File: src/design/satl_pkg.sv
package satl_pkg;

  // Address width of an access; tags are kept at full address width.
  localparam int ADDR_W = 32;

  // Default geometry handed to the top level.
  localparam int DEF_SETS = 64;
  localparam int DEF_WAYS = 4;

  // Configuration port.
  localparam int CFG_IDX_W  = 2;
  localparam int CFG_DATA_W = 5;

  typedef enum logic [CFG_IDX_W-1:0] {
    REG_OFFSET_BITS = 2'd0,
    REG_INDEX_BITS  = 2'd1,
    REG_WAYS_IN_USE = 2'd2
  } cfg_reg_t;

  // Register widths and reset values.
  localparam int OFFSET_W = 5;
  localparam int INDEX_W  = 3;
  localparam int WAYSCF_W = 3;

  localparam logic [OFFSET_W-1:0] OFFSET_RST = 5'd2;
  localparam logic [INDEX_W-1:0]  INDEX_RST  = 3'd6;
  localparam logic [WAYSCF_W-1:0] WAYS_RST   = 3'd4;

  // Outcome of one lookup.
  typedef struct packed {
    logic hit;
    logic dirty_evict;
  } satl_res_t;

  // Largest n with 2**n <= sets; evaluated at elaboration only.
  function automatic int floor_log2(input int sets);
    int n;
    n = 0;
    while ((n < 31) && ((1 << (n + 1)) <= sets)) begin
      n = n + 1;
    end
    return n;
  endfunction

endpackage

File: src/design/satl_way_match.sv
module satl_way_match #(
  parameter int WAYS = 4,
  parameter int WW   = 2,
  parameter int CW   = 3
) (
  input  logic [WAYS-1:0][satl_pkg::ADDR_W-1:0] tags,
  input  logic [WAYS-1:0]                       dirty,
  input  logic [WW-1:0]                         victim,
  input  logic [satl_pkg::ADDR_W-1:0]           tag,
  input  logic                                  store,
  input  logic [CW-1:0]                         ways,
  output logic [WAYS-1:0][satl_pkg::ADDR_W-1:0] tags_new,
  output logic [WAYS-1:0]                       dirty_new,
  output logic [WW-1:0]                         victim_new,
  output satl_pkg::satl_res_t                   res
);

  import satl_pkg::*;

  logic          hit;
  logic [WW-1:0] hit_way;
  logic [WW-1:0] victim_eff;
  logic [WW-1:0] touched;
  logic [CW:0]   touched_inc;

  // Lowest matching way among those in use wins: scan from the top down.
  always_comb begin
    hit     = 1'b0;
    hit_way = '0;
    for (int w = WAYS - 1; w >= 0; w--) begin
      if ((CW'(w) < ways) && (tags[w] == tag)) begin
        hit     = 1'b1;
        hit_way = WW'(w);
      end
    end
  end

  // A pointer left beyond the ways in use falls back to way 0.
  assign victim_eff = (CW'(victim) >= ways) ? '0 : victim;
  assign touched    = hit ? hit_way : victim_eff;

  // Store hit sets dirty; a fill replaces the tag and takes the store flag as dirty.
  always_comb begin
    tags_new  = tags;
    dirty_new = dirty;
    if (hit) begin
      if (store) begin
        dirty_new[touched] = 1'b1;
      end
    end else begin
      tags_new[touched]  = tag;
      dirty_new[touched] = store;
    end
  end

  // Pointer moves to the way after the one touched, wrapping at the ways in use.
  assign touched_inc = (CW + 1)'(touched) + (CW + 1)'(1);
  assign victim_new  = (touched_inc < (CW + 1)'(ways)) ? WW'(touched_inc) : '0;

  assign res.hit         = hit;
  assign res.dirty_evict = !hit && dirty[touched];

endmodule

File: config.mk
export PLATFORM = sky130hd
export DESIGN_NAME = satl_way_match
export DESIGN_NICKNAME = d
export VERILOG_FILES = /design/src/design/satl_pkg.sv /design/src/design/satl_way_match.sv
export SDC_FILE = /design/constraint.sdc
export NUM_CORES = 1
export LEC_CHECK = 0
export ABC_AREA = 1
export BUFFER_PORTS_ARGS = -buffer_cell sky130_fd_sc_hd__buf_2
export CORE_AREA = 2 2 120 122
export DETAILED_ROUTE_END_ITERATION = 6
export DIE_AREA = 0 0 122 124
export PLACE_DENSITY = 0.71
export SETUP_SLACK_MARGIN = 0.3
export SYNTH_ARGS = -nofsm -noshare
export SYNTH_HDL_FRONTEND = slang
export SYNTH_SLANG_ARGS = --single-unit
File: constraint.sdc
create_clock -name vclk -period 2.7
set_input_delay 0.27 -clock vclk [all_inputs]
set_output_delay 0.27 -clock vclk [all_outputs]
set_load 0.005 [all_outputs]
==> qor_table.md, run 1 <==
| Step | Parameter | Reported |
|:---|:---|:---|
| placement | Dpl cell area | 7717 µm² |
| timing | Portion of the clock cycle consumed by the worst path in the final layout | 1.037 |
| die | Die ar. | 15130 µm² |
| timing | Least-Margin Pin Slew | 467.1 ps |
| power | IR Drop Worst-Case VDD | 0.09586 mV |
| finish | Clock buffer instance count of the final layout | 0 |
| cts | Total of hold buffers inserted after clock tree synthesis | 0 |
| finish | Total number of nets in the final design | 1660 |
| worst hold path | Tightest Hold Check Type | in2out |
| run status | Violated checks | negative setup slack |
| timing | Hold Fails Final Rpt | 0 |
| synth | Most common cell in the synthesized netlist | sky130_fd_sc_hd__nand2_1 |
| synth | Most area-consuming cells after synthesis | sky130_fd_sc_hd__nand2_1 34%, sky130_fd_sc_hd__o21ai_0 11%, sky130_fd_sc_hd__inv_1 9.2%, sky130_fd_sc_hd__nor2_1 8.8%, sky130_fd_sc_hd__xnor2_1 6.7% |
| grt | Total routing usage reported by global routing | 0.3747 |
| routing | Drt pass-1 iters | 6 |
| power | Leakage power figure | 5.239 nW |
| finish | Layout cell share with drive strength beyond 1 | 0.5169 |
| synth | Netlist area before placement | 4737 µm² |
| timing | Pins Over Slew Limit | 0 |
| run status | Result of the run | finished, violations left |
| power | Power share of the combinational group | 1.000 |
| routing | Routed wire per std cell | 18.98 µm |
| power | Clock network fraction of design power | 0 |
| placement | Routability cong. | 0.9979 |
| routing | Via-to-Cell Ratio | 5.257 |
| die | Io pins | 306 |
| worst setup path | Critical path startpoint category | primary input |
| run | Number of max-cap violations | 0 |
| worst setup path | Sort of element at the end of the critical path | output pin |
| timing | Unrepaired setup endpoints after global routing | yes |
| grt | Grt ovf | 0 |
| timing | Worst-case setup margin in the final layout | -101.2 ps |
| grt | Largest net degree at the start of global routing | 39 |
| synth | Synth Warn # | 0 |
| finish | Area growth from synthesis to layout | 99.23% |
| routing | Iteration-0 DRC Markers | 772 |
| timing | Setup TNS | -3938 ps |
| worst setup path | Type of the worst setup path | in2out |
| power | Power density over the cells | 211.5 nW/µm² |
| worst setup path | Critical path data arrival time | 2530 ps |
| finish | Fill cell count | 1304 |
| timing | Relative slew margins | 0.6857 |
| worst hold path | Source of the worst hold timing path | tags[71] |
| routing | Residual DRC | 0 |
| synth | Most instantiated cells after synthesis | 430 x sky130_fd_sc_hd__nand2_1, 116 x sky130_fd_sc_hd__inv_1, 111 x sky130_fd_sc_hd__nor2_1, 102 x sky130_fd_sc_hd__o21ai_0, 45 x sky130_fd_sc_hd__buf_2 |
| placement | Inst Count DP | 1626 |
| synth | Nets in the synthesized netlist | 1205 |
| power | PnR Total Power | 1.996 mW |
| routing | Final wirelength | 31.51 mm |
| placement | IO Port Bufs | 306 |
| worst setup path | Required @ worst endpoint | 2430 ps |
| grt | Number of global-route vias before repair | 7954 |
| grt | Number of antenna violations at the first check in global routing | 0 |
| synth | Biggest area consumer among synthesized cells | sky130_fd_sc_hd__nand2_1 |
| power | Cell-internal power | 0.9320 mW |
| placement | Half-perimeter wire length of the detailed placement result | 25.11 mm |
| worst hold path | Depth of the worst hold-timing path | 4 |
| synth | Sequential share of the synthesized area | 0 |
| die | Site Rows | 43 |
| synth | Mapped Avg Cell Area | 4.613 µm² |
| finish | Number of diodes | 0 |
| die | Area of the core region | 13720 µm² |
| die | Initial Utilization | 0.3453 |
| die | DIE WIDTH | 122 µm |
| grt | Wire length of the first global-routing pass | 42.35 mm |
| synth | Synthesized instance count | 1027 |
| timing | Setup violators final | 70 |
| finish | Finished layout cell area | 9438 µm² |
| power | Power share of the sequential group | 0 |
| worst setup path | Endpoint of the most critical setup path | tags_new[125] |
| synth | Synth cell types | 35 |
| synth | Fraction of synthesized cell area taken by the top area cell type | 0.3407 |
| finish | Final sequential cell count | 0 |
| finish | Non-filler instance count after layout | 1660 |
| power | Switching Power | 1.064 mW |
| die | Die Height | 124 µm |
| routing | Count of nets left with antenna violations after detail routing | 0 |
| power | Sw Ratio | 0.5331 |
| timing | Max Fclk | 357.0 MHz |
| worst setup path | Startpoint of the worst setup timing path | tags[58] |
| finish | FF+latch area | 0 µm² |
| routing | Total number of vias | 8726 |
| worst setup path | Largest driver fanout on the critical path | 9 |
| timing | Minimum clock period | 2801 ps |
stage by stage:
step	hold WS, ps	setup WS, ps	util
2_1_floorplan	622.3	301.7	-
3_3_place_gp	838.5	-383.3	0.5625
3_5_place_dp	839.0	-310.0	0.5625
4_1_cts	840.9	-21.67	0.6408
5_1_grt	852.1	-209.8	0.6879
6_report	837.7	-101.2	0.6879
how the worst min path moves through the flow:
stage / endpoint
2_1_floorplan: tags_new[85]
3_3_place_gp: tags_new[71]
3_5_place_dp: tags_new[71]
4_1_cts: tags_new[71]
5_1_grt: tags_new[112]
6_report: tags_new[71]
routing by layer:
layer,track usage,share of wire,routed length [µm]
met2,0.6582,0.47,14890
met3,0.03709,0.097,3044
met5,0,0,0
met1,0.4783,0.39,12210
met4,0.1279,0.043,1352
final cells by class:
class                      count  area, µm²  area share
multi-input combinational    845       4917      0.5210
timing repair buffer         506       3746      0.3969
inverter                     129      549.3     0.05820
tap                          180      225.2     0.02386
worst max-delay path, cell delays in order:
cell and delay, ps:
sky130_fd_sc_hd__buf_2 130, sky130_fd_sc_hd__xnor2_2 220, sky130_fd_sc_hd__nand2_1 70, sky130_fd_sc_hd__nor2_1 110, sky130_fd_sc_hd__nand2_1 70, sky130_fd_sc_hd__nor2_1 140, sky130_fd_sc_hd__nand3_1 190, sky130_fd_sc_hd__a21oi_4 210
sky130_fd_sc_hd__nand2_4 100, sky130_fd_sc_hd__inv_4 80, sky130_fd_sc_hd__ha_4 160, sky130_fd_sc_hd__inv_4 40, sky130_fd_sc_hd__nor2_4 140, sky130_fd_sc_hd__buf_6 170, sky130_fd_sc_hd__clkbuf_16 170, sky130_fd_sc_hd__nand2_1 50
sky130_fd_sc_hd__o21ai_1 70, sky130_fd_sc_hd__buf_2 130
power by group through the flow:
stage / clock [mW] / combinational (mW) / sequential, mW
2_1_floorplan: 0 / 0.723 / 0
3_3_place_gp: 0 / 1.54 / 0
3_5_place_dp: 0 / 1.54 / 0
4_1_cts: 0 / 1.78 / 0
5_1_grt: 0 / 2.12 / 0
6_report: 0 / 2.00 / 0
kinds of logic (layout without fill, tap and decap cells):
logic type / after synthesis / after routing / share of synthesized area
compound gates: 157 / 157 / 0.1754
xor+xnor: 53 / 53 / 0.09799
fa+ha+maj: 8 / 8 / 0.02113
buf+inv: 182 / 635 / 0.1606
simple gates: 627 / 627 / 0.5449
layout by cell type, fill, tap and decap left out, types with 2 or more instances in the layout:
cell                          n
sky130_fd_sc_hd__a21oi_1      2
sky130_fd_sc_hd__buf_12      22
sky130_fd_sc_hd__buf_2      272
sky130_fd_sc_hd__buf_4      155
sky130_fd_sc_hd__buf_6       44
sky130_fd_sc_hd__buf_8        5
sky130_fd_sc_hd__clkbuf_16    6
sky130_fd_sc_hd__ha_1         4
sky130_fd_sc_hd__ha_4         4
sky130_fd_sc_hd__inv_1       87
sky130_fd_sc_hd__inv_2       19
sky130_fd_sc_hd__inv_4       20
sky130_fd_sc_hd__inv_6        3
sky130_fd_sc_hd__nand2_1    343
sky130_fd_sc_hd__nand2_2     73
sky130_fd_sc_hd__nand2_4     19
sky130_fd_sc_hd__nand3_1     26
sky130_fd_sc_hd__nand3_2      3
sky130_fd_sc_hd__nand3b_1     2
sky130_fd_sc_hd__nand4_1     20
sky130_fd_sc_hd__nor2_1      85
sky130_fd_sc_hd__nor2_2      21
sky130_fd_sc_hd__nor2_4      10
sky130_fd_sc_hd__nor2b_1      2
sky130_fd_sc_hd__nor3_1       7
sky130_fd_sc_hd__nor3_2       3
sky130_fd_sc_hd__nor3b_1      3
sky130_fd_sc_hd__o21ai_0     37
sky130_fd_sc_hd__o21ai_1     55
sky130_fd_sc_hd__o21ai_2     51
sky130_fd_sc_hd__o21ai_4      4
sky130_fd_sc_hd__o22ai_1      3
sky130_fd_sc_hd__or2_1        3
sky130_fd_sc_hd__xnor2_1     20
sky130_fd_sc_hd__xnor2_2     11
sky130_fd_sc_hd__xnor2_4      5
sky130_fd_sc_hd__xor2_1      11
sky130_fd_sc_hd__xor2_2       6
what timing repair did:
| action | in CTS | in global routing |
|---|---|---|
| gates resized for setup | 270 | 142 |
| setup endpoints to repair | 135 | 135 |
| cloned | 2 | 7 |
| buffers inserted | 15 | 10 |
| pin swaps | 84 | 38 |
No activity file was read; power rests on OpenSTA's default activity.
==> inputs of run 2 (changes only) <==
--- a/config.mk
+++ b/config.mk
@@ -10,7 +10,9 @@
 export CORE_AREA = 2 2 120 122
 export DETAILED_ROUTE_END_ITERATION = 6
 export DIE_AREA = 0 0 122 124
+export GPL_TIMING_DRIVEN = 0
 export PLACE_DENSITY = 0.71
+export REMOVE_ABC_BUFFERS = 1
 export SETUP_SLACK_MARGIN = 0.3
 export SYNTH_ARGS = -nofsm -noshare
 export SYNTH_HDL_FRONTEND = slang
==> run 2 against run 1 <==
Effect of this change: the flow still finishes with violations (negative setup slack); largest power group unchanged; design area is 5.7% lower; non-clock buffer count down 125; largest cell class unchanged; global-route usage grew 1.1 points; setup slack got worse by 240 ps; critical path depth increased by 2; cell count down 6.9%; routed wire length is 4.6% higher; die area stayed put; sequential share of layout area unchanged; utilization fell by 3.9 points.
==> qor_table.md, run 2 (same netlist as run 1, synthesis figures left out) <==
| Step | Parameter | Reported | Change |
|:---|:---|:---|:---|
| die | Die Height | 124 µm | unchanged |
| grt | Number of antenna violations at the first check in global routing | 0 | unchanged |
| timing | Portion of the clock cycle consumed by the worst path in the final layout | 1.127 | was 1.037 |
| timing | Relative slew margins | 0.7771 | was 0.6857 |
| worst setup path | Required @ worst endpoint | 2430 ps | about the same |
| routing | Routed wire per std cell | 21.33 µm | was 18.98 µm |
| finish | Total number of nets in the final design | 1546 | was 1660 |
| finish | Layout cell share with drive strength beyond 1 | 0.5154 | was 0.5169 |
| finish | Post-layout utilization of the core | 0.6490 | was 0.6879 |
| timing | Max Fclk | 328.7 MHz | was 357.0 MHz |
| routing | Count of nets left with antenna violations after detail routing | 0 | unchanged |
| power | Power density over the cells | 222.8 nW/µm² | was 211.5 nW/µm² |
| timing | Worst-case setup margin in the final layout | -342.6 ps | was -101.2 ps |
| finish | Commonest cells after routing, fill and taps aside | 318 x sky130_fd_sc_hd__nand2_1, 268 x sky130_fd_sc_hd__buf_2, 100 x sky130_fd_sc_hd__nand2_2, 81 x sky130_fd_sc_hd__nor2_1, 78 x sky130_fd_sc_hd__inv_1 | was 343 x sky130_fd_sc_hd__nand2_1, 272 x sky130_fd_sc_hd__buf_2, 155 x sky130_fd_sc_hd__buf_4, 87 x sky130_fd_sc_hd__inv_1, 85 x sky130_fd_sc_hd__nor2_1 |
| worst setup path | Critical path data arrival time | 2770 ps | was 2530 ps |
| power | Cell-internal power | 0.8412 mW | was 0.9320 mW |
| finish | Most common cell after layout, fill and taps aside | sky130_fd_sc_hd__nand2_1 | unchanged |
| worst setup path | Sort of element at the end of the critical path | output pin | unchanged |
| timing | Setup violators final | 130 | was 70 |
| run status | Violated checks | negative setup slack | unchanged |
| finish | Number of diodes | 0 | unchanged |
| timing | Setup TNS | -28060 ps | was -3938 ps |
| finish | FF+latch area | 0 µm² | unchanged |
| timing | Least-Margin Pin Slew | 333.3 ps | was 467.1 ps |
| run | Number of max-cap violations | 0 | unchanged |
| grt | Total routing usage reported by global routing | 0.3861 | was 0.3747 |
| timing | Minimum clock period | 3043 ps | was 2801 ps |
| grt | Number of global-route vias before repair | 7501 | was 7954 |
| routing | Iteration-0 DRC Markers | 988 | was 772 |
| grt | Largest net degree at the start of global routing | 30 | was 39 |
| worst setup path | Critical path startpoint category | primary input | unchanged |
| worst hold path | Tightest Hold Check Type | in2out | unchanged |
| die | DIE WIDTH | 122 µm | unchanged |
| placement | Routability cong. | 1.024 | was 0.9979 |
| power | IR Drop Worst-Case VDD | 0.1115 mV | was 0.09586 mV |
| routing | Via-to-Cell Ratio | 5.584 | was 5.257 |
| finish | Final sequential cell count | 0 | unchanged |
| die | Initial Utilization | 0.3453 | unchanged |
| routing | Total number of vias | 8633 | was 8726 |
| routing | Final wirelength | 32.97 mm | was 31.51 mm |
| die | Die ar. | 15130 µm² | unchanged |
| power | Power share of the sequential group | 0 | about the same |
| die | Area of the core region | 13720 µm² | unchanged |
| power | Power share of the combinational group | 1.000 | about the same |
| die | Io pins | 306 | unchanged |
| power | Sw Ratio | 0.5758 | was 0.5331 |
| timing | Hold Fails Final Rpt | 0 | unchanged |
| finish | Finished layout cell area | 8904 µm² | was 9438 µm² |
| grt | Wire length of the first global-routing pass | 43.67 mm | was 42.35 mm |
| finish | Area growth from synthesis to layout | 87.96% | was 99.23% |
| finish | Fill cell count | 1338 | was 1304 |
| placement | Dpl cell area | 6217 µm² | was 7717 µm² |
| timing | Final hold slack | 837.5 ps | was 837.7 ps |
| routing | Residual DRC | 0 | unchanged |
| worst hold path | Source of the worst hold timing path | dirty[2] | was tags[71] |
| finish | Clock buffer instance count of the final layout | 0 | unchanged |
| run status | Result of the run | finished, violations left | unchanged |
| timing | Unrepaired setup endpoints after global routing | yes | unchanged |
| power | Clock network fraction of design power | 0 | about the same |
| grt | Grt ovf | 0 | unchanged |
| worst hold path | Depth of the worst hold-timing path | 4 | unchanged |
| worst setup path | Startpoint of the worst setup timing path | tag[18] | was tags[58] |
| power | Switching Power | 1.142 mW | was 1.064 mW |
| worst setup path | Type of the worst setup path | in2out | unchanged |
| worst setup path | Largest driver fanout on the critical path | 8 | was 9 |
| timing | Pins Over Slew Limit | 0 | unchanged |
| placement | IO Port Bufs | 306 | unchanged |
| die | Site Rows | 43 | unchanged |
| placement | Half-perimeter wire length of the detailed placement result | 21.87 mm | was 25.11 mm |
| power | Leakage power figure | 4.732 nW | was 5.239 nW |
| routing | Drt pass-1 iters | 5 | was 6 |
-- run 2: critical path, stage by stage --
cell	delay (ps)
sky130_fd_sc_hd__buf_12	130
sky130_fd_sc_hd__xnor2_4	250
sky130_fd_sc_hd__nand2_2	90
sky130_fd_sc_hd__nor2_1	100
sky130_fd_sc_hd__nand2_1	100
sky130_fd_sc_hd__nor2_1	130
sky130_fd_sc_hd__nand2_2	90
sky130_fd_sc_hd__nor2_4	110
sky130_fd_sc_hd__a21oi_4	90
sky130_fd_sc_hd__nand2_4	130
sky130_fd_sc_hd__buf_6	120
sky130_fd_sc_hd__ha_4	130
sky130_fd_sc_hd__clkinvlp_4	150
sky130_fd_sc_hd__buf_12	170
sky130_fd_sc_hd__nor2_8	150
sky130_fd_sc_hd__buf_6	130
sky130_fd_sc_hd__buf_12	150
sky130_fd_sc_hd__nand2_2	50
sky130_fd_sc_hd__o21ai_1	70
sky130_fd_sc_hd__buf_2	130
-- run 2: worst paths after layout --
path                  endpoint  slack (ps)
hold / removal    dirty_new[2]         840
setup / recovery  tags_new[67]        -340
-- run 2: what timing repair did --
action                     4_1_cts  5_1_grt
gates cloned                    11        4
setup endpoints to repair      135      135
gates resized for setup        314      285
setup buffers                   55       16
pin swaps                       53       69
hold buffers                     0        0
-- run 2: cell type report --
class,count,area (µm²),share of cell area
Multi-Input combinational cell,851,5211,0.5853
Timing Repair inverter,5,88.84,0.009978
Timing Repair Buffer,381,2756,0.3096
Tap cell,180,225.2,0.02530
Inverter,129,621.8,0.06984
-- run 2: routing by layer --
layer | vias up | global-route usage | part of all wire
met3 | 148 | 0.06136 | 0.12
met2 | 635 | 0.6568 | 0.46
met5 | - | 0 | 0
met4 | 0 | 0.1566 | 0.057
li1 | 3883 | - | -
met1 | 3967 | 0.4861 | 0.37
-- run 2: metrics by stage --
stage	setup slack [ps]	power [mW]	cells
after global placement	-1557	1.251	1460
after detailed placement	-1601	1.259	1460
after global routing	-455.1	2.088	1546
final	-342.6	1.983	1546
after floorplan	-100.1	0.6241	974
after CTS	-199.8	1.655	1526
-- run 2: power groups by stage --
stage | clock network [mW] | registers, mW | logic, mW
6_report | 0 | 0 | 1.98
5_1_grt | 0 | 0 | 2.09
4_1_cts | 0 | 0 | 1.66
3_5_place_dp | 0 | 0 | 1.26
3_3_place_gp | 0 | 0 | 1.25
2_1_floorplan | 0 | 0 | 0.624
==> inputs of run 3 (changes only) <==
--- a/config.mk
+++ b/config.mk
@@ -5,13 +5,12 @@
 export SDC_FILE = /design/constraint.sdc
 export NUM_CORES = 1
 export LEC_CHECK = 0
-export ABC_AREA = 1
 export BUFFER_PORTS_ARGS = -buffer_cell sky130_fd_sc_hd__buf_2
 export CORE_AREA = 2 2 120 122
 export DETAILED_ROUTE_END_ITERATION = 6
 export DIE_AREA = 0 0 122 124
 export GPL_TIMING_DRIVEN = 0
-export PLACE_DENSITY = 0.71
+export PLACE_DENSITY = 0.64
 export REMOVE_ABC_BUFFERS = 1
 export SETUP_SLACK_MARGIN = 0.3
 export SYNTH_ARGS = -nofsm -noshare
==> run 3 against run 2 <==
Effect of this change: setup slack got worse by 64 ps; via count decreased by 44%; utilization decreased by 7.0 points; highest routed layer unchanged; critical path type unchanged; flip-flop and latch count unchanged; total power decreased by 10%; the run still ends with negative setup slack left.
==> qor_table.md, run 3 <==
| Step | Parameter | Reported | Change |
|:---|:---|:---|:---|
| synth | Netlist area before placement | 3849 µm² | was 4737 µm² |
| routing | Iteration-0 DRC Markers | 214 | was 988 |
| placement | Routability cong. | 0.8213 | was 1.024 |
| worst setup path | Type of the worst setup path | in2out | unchanged |
| synth | Most area-consuming cells after synthesis | sky130_fd_sc_hd__mux2_2 37%, sky130_fd_sc_hd__xor2_1 15%, sky130_fd_sc_hd__xnor2_1 14%, sky130_fd_sc_hd__buf_4 5.1%, sky130_fd_sc_hd__buf_6 5.0% | was sky130_fd_sc_hd__nand2_1 34%, sky130_fd_sc_hd__o21ai_0 11%, sky130_fd_sc_hd__inv_1 9.2%, sky130_fd_sc_hd__nor2_1 8.8%, sky130_fd_sc_hd__xnor2_1 6.7% |
| worst setup path | Sort of element at the end of the critical path | output pin | unchanged |
| power | PnR Total Power | 1.782 mW | was 1.983 mW |
| timing | Least-Margin Pin Slew | 617.8 ps | was 333.3 ps |
| worst hold path | Source of the worst hold timing path | tags[2] | was dirty[2] |
| synth | Sequential share of the synthesized area | 0 | unchanged |
| synth | Area share of xor/xnor cells in the synthesized design | 0.2913 | was 0.09799 |
| finish | Number of diodes | 0 | unchanged |
| synth | Compound-Gate Fraction of Synth Area | 0.03283 | was 0.1754 |
| finish | FF+latch area | 0 µm² | unchanged |
| die | DIE WIDTH | 122 µm | unchanged |
| placement | Half-perimeter wire length of the detailed placement result | 15.14 mm | was 21.87 mm |
| routing | Count of nets left with antenna violations after detail routing | 0 | unchanged |
| routing | Total number of vias | 4866 | was 8633 |
| synth | Adder-cell share of the synthesized area | 0.02601 | was 0.02113 |
| routing | Routed wire per std cell | 25.03 µm | was 21.33 µm |
| die | Die ar. | 15130 µm² | unchanged |
| timing | Pins Over Slew Limit | 0 | unchanged |
| finish | Non-filler instance count after layout | 928 | was 1546 |
| timing | Minimum clock period | 3107 ps | was 3043 ps |
| worst setup path | Critical path data arrival time | 2840 ps | was 2770 ps |
| finish | Commonest cells after routing, fill and taps aside | 180 x sky130_fd_sc_hd__buf_2, 111 x sky130_fd_sc_hd__buf_6, 91 x sky130_fd_sc_hd__mux2_4, 44 x sky130_fd_sc_hd__xor2_1, 37 x sky130_fd_sc_hd__mux2_2 | was 318 x sky130_fd_sc_hd__nand2_1, 268 x sky130_fd_sc_hd__buf_2, 100 x sky130_fd_sc_hd__nand2_2, 81 x sky130_fd_sc_hd__nor2_1, 78 x sky130_fd_sc_hd__inv_1 |
| worst setup path | Largest driver fanout on the critical path | 8 | unchanged |
| grt | Total routing usage reported by global routing | 0.2809 | was 0.3861 |
| finish | Area growth from synthesis to layout | 106.3% | was 87.96% |
| synth | Synth Warn # | 0 | unchanged |
| power | IR Drop Worst-Case VDD | 0.1111 mV | was 0.1115 mV |
| grt | Grt ovf | 0 | unchanged |
| synth | Most common cell in the synthesized netlist | sky130_fd_sc_hd__mux2_2 | was sky130_fd_sc_hd__nand2_1 |
| routing | Residual DRC | 0 | unchanged |
| finish | Most common cell after layout, fill and taps aside | sky130_fd_sc_hd__buf_2 | was sky130_fd_sc_hd__nand2_1 |
| finish | Final sequential cell count | 0 | unchanged |
| synth | Most instantiated cells after synthesis | 128 x sky130_fd_sc_hd__mux2_2, 66 x sky130_fd_sc_hd__xor2_1, 62 x sky130_fd_sc_hd__xnor2_1, 29 x sky130_fd_sc_hd__nand4_1, 26 x sky130_fd_sc_hd__buf_4 | was 430 x sky130_fd_sc_hd__nand2_1, 116 x sky130_fd_sc_hd__inv_1, 111 x sky130_fd_sc_hd__nor2_1, 102 x sky130_fd_sc_hd__o21ai_0, 45 x sky130_fd_sc_hd__buf_2 |
| grt | Largest net degree at the start of global routing | 34 | was 30 |
| timing | Unrepaired setup endpoints after global routing | yes | unchanged |
| die | Io pins | 306 | unchanged |
| timing | Hold Fails Final Rpt | 0 | unchanged |
| die | Die Height | 124 µm | unchanged |
| routing | Final wirelength | 23.23 mm | was 32.97 mm |
| timing | Setup violators final | 134 | was 130 |
| synth | Synthesized instance count | 438 | was 1027 |
| power | Leakage power figure | 3.767 nW | was 4.732 nW |
| routing | Drt pass-1 iters | 4 | was 5 |
| grt | Wire length of the first global-routing pass | 31.13 mm | was 43.67 mm |
| worst hold path | Worst min-delay path endpoint | tags_new[2] | was dirty_new[2] |
| worst hold path | Tightest Hold Check Type | in2out | unchanged |
| worst hold path | Depth of the worst hold-timing path | 3 | was 4 |
| run | Number of max-cap violations | 0 | unchanged |
| placement | IO Port Bufs | 306 | unchanged |
| synth | Mapped Avg Cell Area | 8.787 µm² | was 4.613 µm² |
| placement | Inst Count DP | 879 | was 1460 |
| finish | Clock buffer instance count of the final layout | 0 | unchanged |
| placement | Post-place setup slack | -1650 ps | was -1601 ps |
| timing | Portion of the clock cycle consumed by the worst path in the final layout | 1.151 | was 1.127 |
| synth | Fraction of synthesized cell area taken by the top area cell type | 0.3745 | was 0.3407 |
| worst setup path | Required @ worst endpoint | 2430 ps | about the same |
| die | Site Rows | 43 | unchanged |
| run status | Violated checks | negative setup slack | unchanged |
| synth | Biggest area consumer among synthesized cells | sky130_fd_sc_hd__mux2_2 | was sky130_fd_sc_hd__nand2_1 |
| timing | Relative slew margins | 0.5852 | was 0.7771 |
| power | Power density over the cells | 224.4 nW/µm² | was 222.8 nW/µm² |
| run status | Result of the run | finished, violations left | unchanged |
| worst setup path | Critical path startpoint category | primary input | unchanged |
| routing | Via-to-Cell Ratio | 5.244 | was 5.584 |
| die | Area of the core region | 13720 µm² | unchanged |
| finish | Layout cell share with drive strength beyond 1 | 0.7727 | was 0.5154 |
| timing | Worst-case setup margin in the final layout | -406.9 ps | was -342.6 ps |
| synth | Synth cell types | 37 | was 35 |
| cts | Total of hold buffers inserted after clock tree synthesis | 0 | unchanged |
| timing | Max Fclk | 321.9 MHz | was 328.7 MHz |
| grt | Number of antenna violations at the first check in global routing | 0 | unchanged |
| synth | Main combinational cell family by area after synthesis | multiplexers | was simple AND/OR/NAND/NOR gates |
| synth | Simple-gate share of the synthesized area | 0.1655 | was 0.5449 |
| finish | Total number of nets in the final design | 928 | was 1546 |
| grt | Number of global-route vias before repair | 4984 | was 7501 |
| die | Initial Utilization | 0.2805 | was 0.3453 |
| synth | Portion of netlist area occupied by mux cells | 0.3745 | was 0 |
-- run 3: power by group --
part	switching, mW	total, mW	internal [mW]
Sequential	0	0	0
Combinational	0.804	1.78	0.978
Clock	0	0	0
-- run 3: cell type report --
type               count  area (µm²)
fillers             1116        5778
inverters              7       28.78
multi-input cells    397        4903
well taps            180       225.2
repair buffers       344        2784
-- run 3: how the worst max path moves through the flow --
stage                        end  depth (start not counted)       from  slack, ps
floorplan           tags_new[64]                         10    tag[17]       -300
global placement     tags_new[8]                         12    tag[21]      -1610
global route        tags_new[58]                         14  tags[125]       -470
finish              tags_new[58]                         15    tag[29]       -410
CTS                 tags_new[50]                         13    tag[25]       -330
detailed placement   tags_new[9]                         12    tag[21]      -1650
-- run 3: cells by family after synthesis --
logic type | after synthesis
multiplexers | 128
XOR/XNOR | 128
buffers and inverters | 52
adder cells (fa/ha/maj) | 8
AND/OR/NAND/NOR | 105
AO/OA/AOI/OAI | 17
-- run 3: repair_timing --
action / CTS / global route
gates resized for setup: 371 / 54
cloned: 11 / 1
setup buffers: 26 / 11
setup endpoints to repair: 136 / 136
pin swaps: 40 / 23
-- run 3: metal layers --
metal / global-route usage / part of all wire / vias up
met5: 0 / 0 / -
met1: 0.3406 / 0.40 / 2397
met3: 0.04945 / 0.067 / 31
met2: 0.5045 / 0.51 / 239
li1: - / - / 2199
met4: 0.08693 / 0.023 / 0
-- run 3: through the flow --
stage / hold slack (ps) / utilization / TNS, ps / instance area [µm²]
finish: 858.5 / 0.5788 / -48120 / 7941
CTS: 852.6 / 0.5500 / -38440 / 7546
detailed placement: 852.1 / 0.3797 / -204340 / 5209
global placement: 852.1 / 0.3797 / -200740 / 5209
global route: 865.1 / 0.5788 / -58640 / 7941
floorplan: 651.7 / - / -28740 / 3452
-- run 3: worst max-delay path, stage by stage --
cell                      delay, ps
sky130_fd_sc_hd__buf_12         120
sky130_fd_sc_hd__buf_4          150
sky130_fd_sc_hd__xnor2_4        190
sky130_fd_sc_hd__nand4_1        170
sky130_fd_sc_hd__nor4b_4        320
sky130_fd_sc_hd__buf_4          160
sky130_fd_sc_hd__nand3_4         70
sky130_fd_sc_hd__a21o_1         180
sky130_fd_sc_hd__nor2b_4        140
sky130_fd_sc_hd__buf_6          110
sky130_fd_sc_hd__ha_4           150
sky130_fd_sc_hd__buf_12         150
sky130_fd_sc_hd__nand2_8        170
sky130_fd_sc_hd__mux2_4         330
sky130_fd_sc_hd__buf_6          120
